## src/rtl/sig_pkg.sv

```systemverilog
// Shared constants, codes and result type for the sorted intersection block.
package sig_pkg;

    localparam int DEPTH_DEF   = 1024;
    localparam int VALUE_W_DEF = 32;
    localparam int DATA_W      = 32;
    localparam int POS_W       = 10;
    localparam int MODE_W      = 2;

    localparam logic [MODE_W-1:0] MODE_CLEAR  = 2'd0;
    localparam logic [MODE_W-1:0] MODE_APPEND = 2'd1;
    localparam logic [MODE_W-1:0] MODE_PROBE  = 2'd2;

    typedef struct packed {
        logic              found;
        logic [DATA_W-1:0] value;
        logic [POS_W-1:0]  pos;
    } t_res;

endpackage

```

## src/rtl/sig_engine.sv

```systemverilog
// Command decoder and gallop/bisect sequencer driving the element store.
module sig_engine #(
    parameter int STORE_DEPTH = 1024,
    parameter int VALUE_WIDTH = 32,
    parameter int AW          = $clog2(STORE_DEPTH)
) (
    input  logic                            i_clk,
    input  logic                            i_rst_n,
    input  logic                            i_valid,
    output logic                            o_ready,
    input  logic [sig_pkg::MODE_W-1:0]      i_mode,
    input  logic signed [sig_pkg::DATA_W-1:0] i_item_value,
    input  logic                            i_last_probe,
    output logic                            o_we,
    output logic [AW-1:0]                   o_waddr,
    output logic [VALUE_WIDTH-1:0]          o_wdata,
    output logic                            o_re,
    output logic [AW-1:0]                   o_raddr,
    input  logic [VALUE_WIDTH-1:0]          i_rdata,
    output logic                            o_push,
    output sig_pkg::t_res                   o_res,
    input  logic                            i_slot_free
);

    import sig_pkg::*;

    localparam int CW = $clog2(STORE_DEPTH + 1);
    localparam int SW = CW + 2;

    typedef enum logic [2:0] {
        S_IDLE,
        S_GAL,
        S_BSET,
        S_BCHK,
        S_BIS,
        S_FIN,
        S_PUSH
    } t_state;

    t_state                  r_state, n_state;
    logic [CW-1:0]           r_count, n_count;
    logic [AW-1:0]           r_sp, n_sp;
    logic signed [VALUE_WIDTH-1:0] r_key, n_key;
    logic                    r_last, n_last;
    logic [SW-1:0]           r_start, n_start;
    logic [SW-1:0]           r_stride, n_stride;
    logic [SW-1:0]           r_lo, n_lo;
    logic [SW-1:0]           r_hi, n_hi;
    logic [SW-1:0]           r_mid, n_mid;
    t_res                    r_res, n_res;

    logic signed [VALUE_WIDTH-1:0] w_val;
    logic signed [VALUE_WIDTH-1:0] w_rdata;
    logic [SW-1:0]           w_n;
    logic [SW-1:0]           w_last_idx;
    logic [SW-1:0]           w_sp;
    logic [SW-1:0]           w_raddr;
    logic [SW-1:0]           w_top;
    logic                    w_hit;

    assign w_val      = VALUE_WIDTH'(i_item_value);
    assign w_rdata    = i_rdata;
    assign w_n        = SW'(r_count);
    assign w_last_idx = w_n - SW'(1);
    assign w_sp       = SW'(r_sp);
    assign w_top      = r_start + r_stride;
    assign w_hit      = (w_rdata == r_key);

    always_comb begin
        n_state  = r_state;
        n_count  = r_count;
        n_sp     = r_sp;
        n_key    = r_key;
        n_last   = r_last;
        n_start  = r_start;
        n_stride = r_stride;
        n_lo     = r_lo;
        n_hi     = r_hi;
        n_mid    = r_mid;
        n_res    = r_res;
        o_we     = 1'b0;
        o_waddr  = r_count[AW-1:0];
        o_wdata  = w_val;
        o_re     = 1'b0;
        w_raddr  = '0;
        o_push   = 1'b0;

        unique case (r_state)
            S_IDLE: begin
                if (i_valid) begin
                    case (i_mode)
                        MODE_CLEAR: begin
                            n_count = '0;
                            n_sp    = '0;
                        end
                        MODE_APPEND: begin
                            // drop appends once the store is full
                            if (r_count < CW'(STORE_DEPTH)) begin
                                o_we    = 1'b1;
                                n_count = r_count + CW'(1);
                            end
                        end
                        MODE_PROBE: begin
                            n_key  = w_val;
                            n_last = i_last_probe;
                            if (r_count == '0) begin
                                n_sp    = '0;
                                n_res   = '0;
                                n_state = S_PUSH;
                            end else begin
                                n_start  = (w_sp >= w_n) ? w_last_idx : w_sp;
                                n_stride = SW'(1);
                                w_raddr  = n_start + SW'(1);
                                if (w_raddr < w_n) begin
                                    o_re    = 1'b1;
                                    n_state = S_GAL;
                                end else begin
                                    n_state = S_BSET;
                                end
                            end
                        end
                        default: ;
                    endcase
                end
            end
            S_GAL: begin
                if (w_rdata < r_key) begin
                    n_stride = r_stride << 1;
                    w_raddr  = r_start + n_stride;
                    if (w_raddr < w_n) begin
                        o_re = 1'b1;
                    end else begin
                        n_state = S_BSET;
                    end
                end else begin
                    n_state = S_BSET;
                end
            end
            S_BSET: begin
                n_lo    = r_start + (r_stride >> 1);
                n_hi    = (w_top > w_last_idx) ? w_last_idx : w_top;
                n_state = S_BCHK;
            end
            S_BCHK: begin
                o_re = 1'b1;
                if (r_lo < r_hi) begin
                    n_mid   = r_lo + ((r_hi - r_lo) >> 1);
                    w_raddr = n_mid;
                    n_state = S_BIS;
                end else begin
                    w_raddr = r_lo;
                    n_state = S_FIN;
                end
            end
            S_BIS: begin
                if (w_rdata < r_key) begin
                    n_lo = r_mid + SW'(1);
                end else begin
                    n_hi = r_mid;
                end
                n_state = S_BCHK;
            end
            S_FIN: begin
                n_res.found = w_hit;
                n_res.value = w_hit ? DATA_W'(r_key) : '0;
                n_res.pos   = POS_W'(r_lo[AW-1:0]);
                n_sp        = r_last ? '0 : r_lo[AW-1:0];
                n_state     = S_PUSH;
            end
            S_PUSH: begin
                o_push = 1'b1;
                if (i_slot_free) begin
                    n_state = S_IDLE;
                end
            end
            default: n_state = S_IDLE;
        endcase
    end

    assign o_raddr = w_raddr[AW-1:0];
    assign o_ready = (r_state == S_IDLE);
    assign o_res   = r_res;

    always_ff @(posedge i_clk) begin
        if (!i_rst_n) begin
            r_state <= S_IDLE;
            r_count <= '0;
            r_sp    <= '0;
        end else begin
            r_state <= n_state;
            r_count <= n_count;
            r_sp    <= n_sp;
        end
        r_key    <= n_key;
        r_last   <= n_last;
        r_start  <= n_start;
        r_stride <= n_stride;
        r_lo     <= n_lo;
        r_hi     <= n_hi;
        r_mid    <= n_mid;
        r_res    <= n_res;
    end

endmodule

```

## config.mk

```make
export PLATFORM = sky130hd
export DESIGN_NAME = sig_engine
export DESIGN_NICKNAME = d
export VERILOG_FILES = /design/src/rtl/sig_pkg.sv /design/src/rtl/sig_engine.sv
export SDC_FILE = /design/constraint.sdc
export NUM_CORES = 1
export LEC_CHECK = 0
export BUFFER_PORTS_ARGS = -buffer_cell sky130_fd_sc_hd__buf_2
export CAP_MARGIN = 20
export CORE_MARGIN = 2
export CORE_UTILIZATION = 45
export DETAILED_ROUTE_END_ITERATION = 7
export PLACE_DENSITY = 0.76
export SLEW_MARGIN = 10
export SYNTH_ARGS = -nofsm -noshare
export SYNTH_HDL_FRONTEND = slang
export SYNTH_SLANG_ARGS = --single-unit
```

## constraint.sdc

```tcl
create_clock -name i_clk -period 17.35 [get_ports i_clk]
set_clock_uncertainty 0.15 [all_clocks]
set_input_delay 4.3375 -clock i_clk [delete_from_list [all_inputs] [get_ports i_clk]]
set_output_delay 4.3375 -clock i_clk [all_outputs]
set_load 0.02 [all_outputs]
```

==> flow_summary.ini <==
[floorplan]
rows = 59
io_pins = 170
die_x_um = 167
dieArea_um2 = 27900
die_h_um = 167
core-area_um2 = 26100
start_util_pct = 45.8

[setup_path]
cp.required_ns = 12.86
crit_path_end_kind = primary output
crit_path_start_kind = input port
cp_max_fo = 34
path_cells = buf_2 -> nor2b_1 -> nand2_1 -> nor2_4 -> nand2b_1 -> clkinv_1 -> a22oi_1 -> nand2_1 -> buf_2
cpLargestDelayFamily = simple AND/OR/NAND/NOR gates
path_buf_inv = 3
criticalPathCategory = input port to primary output
slowest_stage = nor2_4
cp.arrival_ns = 6.89
crit_path_max_incr_delay_ns = 0.80

[logic_synthesis]
yosysTopAreaCell = edfxtp_1
netlist.area_leader.share_pct = 35.2
syn_area_um2 = 11900
synth_cells = 1243
synth_edf_count = 140
synth.avg_cell_area_um2 = 9.61
synth_fp_nets = 1458
synthArstFlopShare_pct = 0
synth_ff_type = edfxtp_1
ys_top_cells_by_area = edfxtp_1, ha_1, xnor2_1, dfxtp_1, a21oi_1
ys_ff_latch = 164
ys_seq_area_share_pct = 39.2
yosysWarnings = 0
synthDistinctLibCells = 71

[sta]
setup-violations-final = 0
timing.final.crit_share_pct = 65.6
relSlewSlack_pct = 29.5
tightest_slew_ns = 1.05
min_period_ns = 11.37
whs_ns = 0.398
fin_ws_ns = 5.98
tns_ns = 0
fmax_ghz = 0.0879
hold_viol_final = 0
drv_slew = 0
rsz0062_at_grt = false

[placement]
pre_cts_ws_ns = 5.93
placed_area_um2 = 12900
hpwl_mm = 26.2
portBuffers = 169
gp_congestion = 0.928

[cts]
path_clk_slew_ns = 0.08
cts-htree-levels = 4
cts_tree = done
cts_root_buf = clkbuf_16
cts_sinks = 164
ctsLongestPathBuffers = 2
cts_inserted_buffers = 17
ctsHoldBuffers = 0
cts_resized = 0
clk_latency_ns = 0.44
post-cts-setup-buffers = 0

[power]
seq_power_share_pct = 29.3
power.share.switching_pct = 44.2
p_int_mw = 1.26
power_mw = 2.26
combinationalPowerShare_pct = 53.8
peakVddDrop_uv = 115
p_leak_nw = 5.80
p_per_area_nw_per_um2 = 167
power_switching_mw = 0.998
pwr-share-clk_pct = 16.9

[run_status]
status = finished, final reports clean

[cells_and_area]
stdcell_area_um2 = 13500
final-seq-area_um2 = 4680
insertedDiodeCount = 0
multi_input_area_um2 = 6500
nets = 1587
fillCellCount = 2338
drive_gt1_share_pct = 16.9
area_growth_pct = 12.9

[route]
dr.pass1.iters = 5
via_per_inst = 5.74
drt-initial-drc-count = 1031
wire_per_inst_um = 19.3
drc = 0
routed_wl_mm = 33.1
drtAntennaViolNets = 0
vias = 9877

[global_route]
grt_pass1_wl_mm = 50.9
grt_max_degree = 44
antenna_found_initial = 0
overflow = 0
grtUsageTotal_pct = 23.4
grt_pass1_vias = 9438

[min_path]
hp-class = register to register

[run]
cap_viol_max_count = 0
## layout by cell type, fill, tap and decap left out, drive strengths merged, types with 6 or more instances in the layout
cell    count
a211oi     18
a21o       17
a21oi      95
a22oi      19
a31oi       8
a41oi       6
and2       38
and3       21
buf       181
clkbuf     18
clkinv      7
dfxtp      24
edfxtp    140
ha        139
inv       102
mux2i      10
nand2      90
nand2b     12
nand3      41
nand4      19
nor2       95
nor2b       7
nor3       25
nor4        9
o211ai     10
o21a        8
o21ai      46
o21bai      7
or3         9
or4         7
xnor2      59
xor2       24
## metal layers
metal	track usage, %	vias to the layer above	wire (um)
met5	0	-	0
met4	7.12	0	777
met3	3.99	53	2720
met2	37.5	401	15300
met1	32.4	4661	14400
li1	-	4762	-
## worst paths after layout
check	startpoint	end	slack, ns	cells past startpoint
setup reg to reg	r_count[4]$_SDFFE_PN0P_	r_state[1]$_SDFFE_PN0P_	11.04	20
hold / removal	r_key[29]$_DFFE_PP_	o_res[39]$_SDFFCE_PN0P_	0.40	1
setup / recovery	i_mode[0]	o_raddr[6]	5.98	9
hold reg to reg	r_key[29]$_DFFE_PP_	o_res[39]$_SDFFCE_PN0P_	0.40	1
## registers in the layout (all words and copies together) (netlist names), 3 cells and up
register  count
r_state       3
r_hi         13
r_lo         13
r_stride     13
r_count      11
r_sp         10
r_mid        13
o_res        43
r_key        32
r_start      12
## worst reg2reg max path: cells and delay by family (launching register included)
family	cells	cell delay, ns
AOI/OAI and AO/OA	7	1.99
and+or+nand+nor	7	1.82
adders and majority gates	3	0.95
DFF	1	0.56
muxes	1	0.30
buffers and inverters	1	0.25
xor gates and xnor gates	1	0.17
## metrics by stage
stage / util [%] / cells
4_1_cts: 51.7 / 1719
2_1_floorplan: - / 1243
6_report: 51.8 / 1720
3_3_place_gp: 49.5 / 1687
5_1_grt: 51.8 / 1720
3_5_place_dp: 49.5 / 1687
## area by class of cell
class | instances | area share [%]
repair buffers | 181 | 6.94
multi-input cells | 909 | 48.2
flip-flops and latches | 164 | 34.7
clock inverters | 14 | 1.11
well taps | 335 | 3.11
clock buffers | 18 | 3.18
inverters | 99 | 2.75
## power groups by stage
stage	clock, mW	sequential (mW)	combinational [mW]
floorplan	0	0.722	0.789
global placement	0	0.665	1.16
detailed placement	0	0.668	1.19
CTS	0.385	0.660	1.20
global route	0.402	0.669	1.34
finish	0.382	0.661	1.22
## cells in the mapped netlist (all sizes together), types with 10 or more instances
| cell | count |
|---|---|
| edfxtp | 140 |
| ha | 139 |
| inv | 97 |
| a21oi | 95 |
| nor2 | 95 |
| nand2 | 90 |
| xnor2 | 59 |
| o21ai | 46 |
| buf | 44 |
| nand3 | 41 |
| and2 | 38 |
| clkbuf | 27 |
| nor3 | 25 |
| dfxtp | 24 |
| xor2 | 24 |
| and3 | 21 |
| a22oi | 19 |
| nand4 | 19 |
| a211oi | 18 |
| a21o | 17 |
| nand2b | 12 |
| mux2i | 10 |
| o211ai | 10 |
## cells by family (layout without fill, tap and decap cells)
group / Yosys count / after routing / synth area share (%)
simple gates: 383 / 383 / 15.8
compound gates: 288 / 288 / 15.7
xor+xnor: 83 / 83 / 6.24
flops: 164 / 164 / 39.2
fa+ha+maj: 144 / 144 / 15.4
mux: 11 / 11 / 0.932
buf+inv: 170 / 312 / 6.72
No activity file was read; power rests on OpenSTA's default activity.
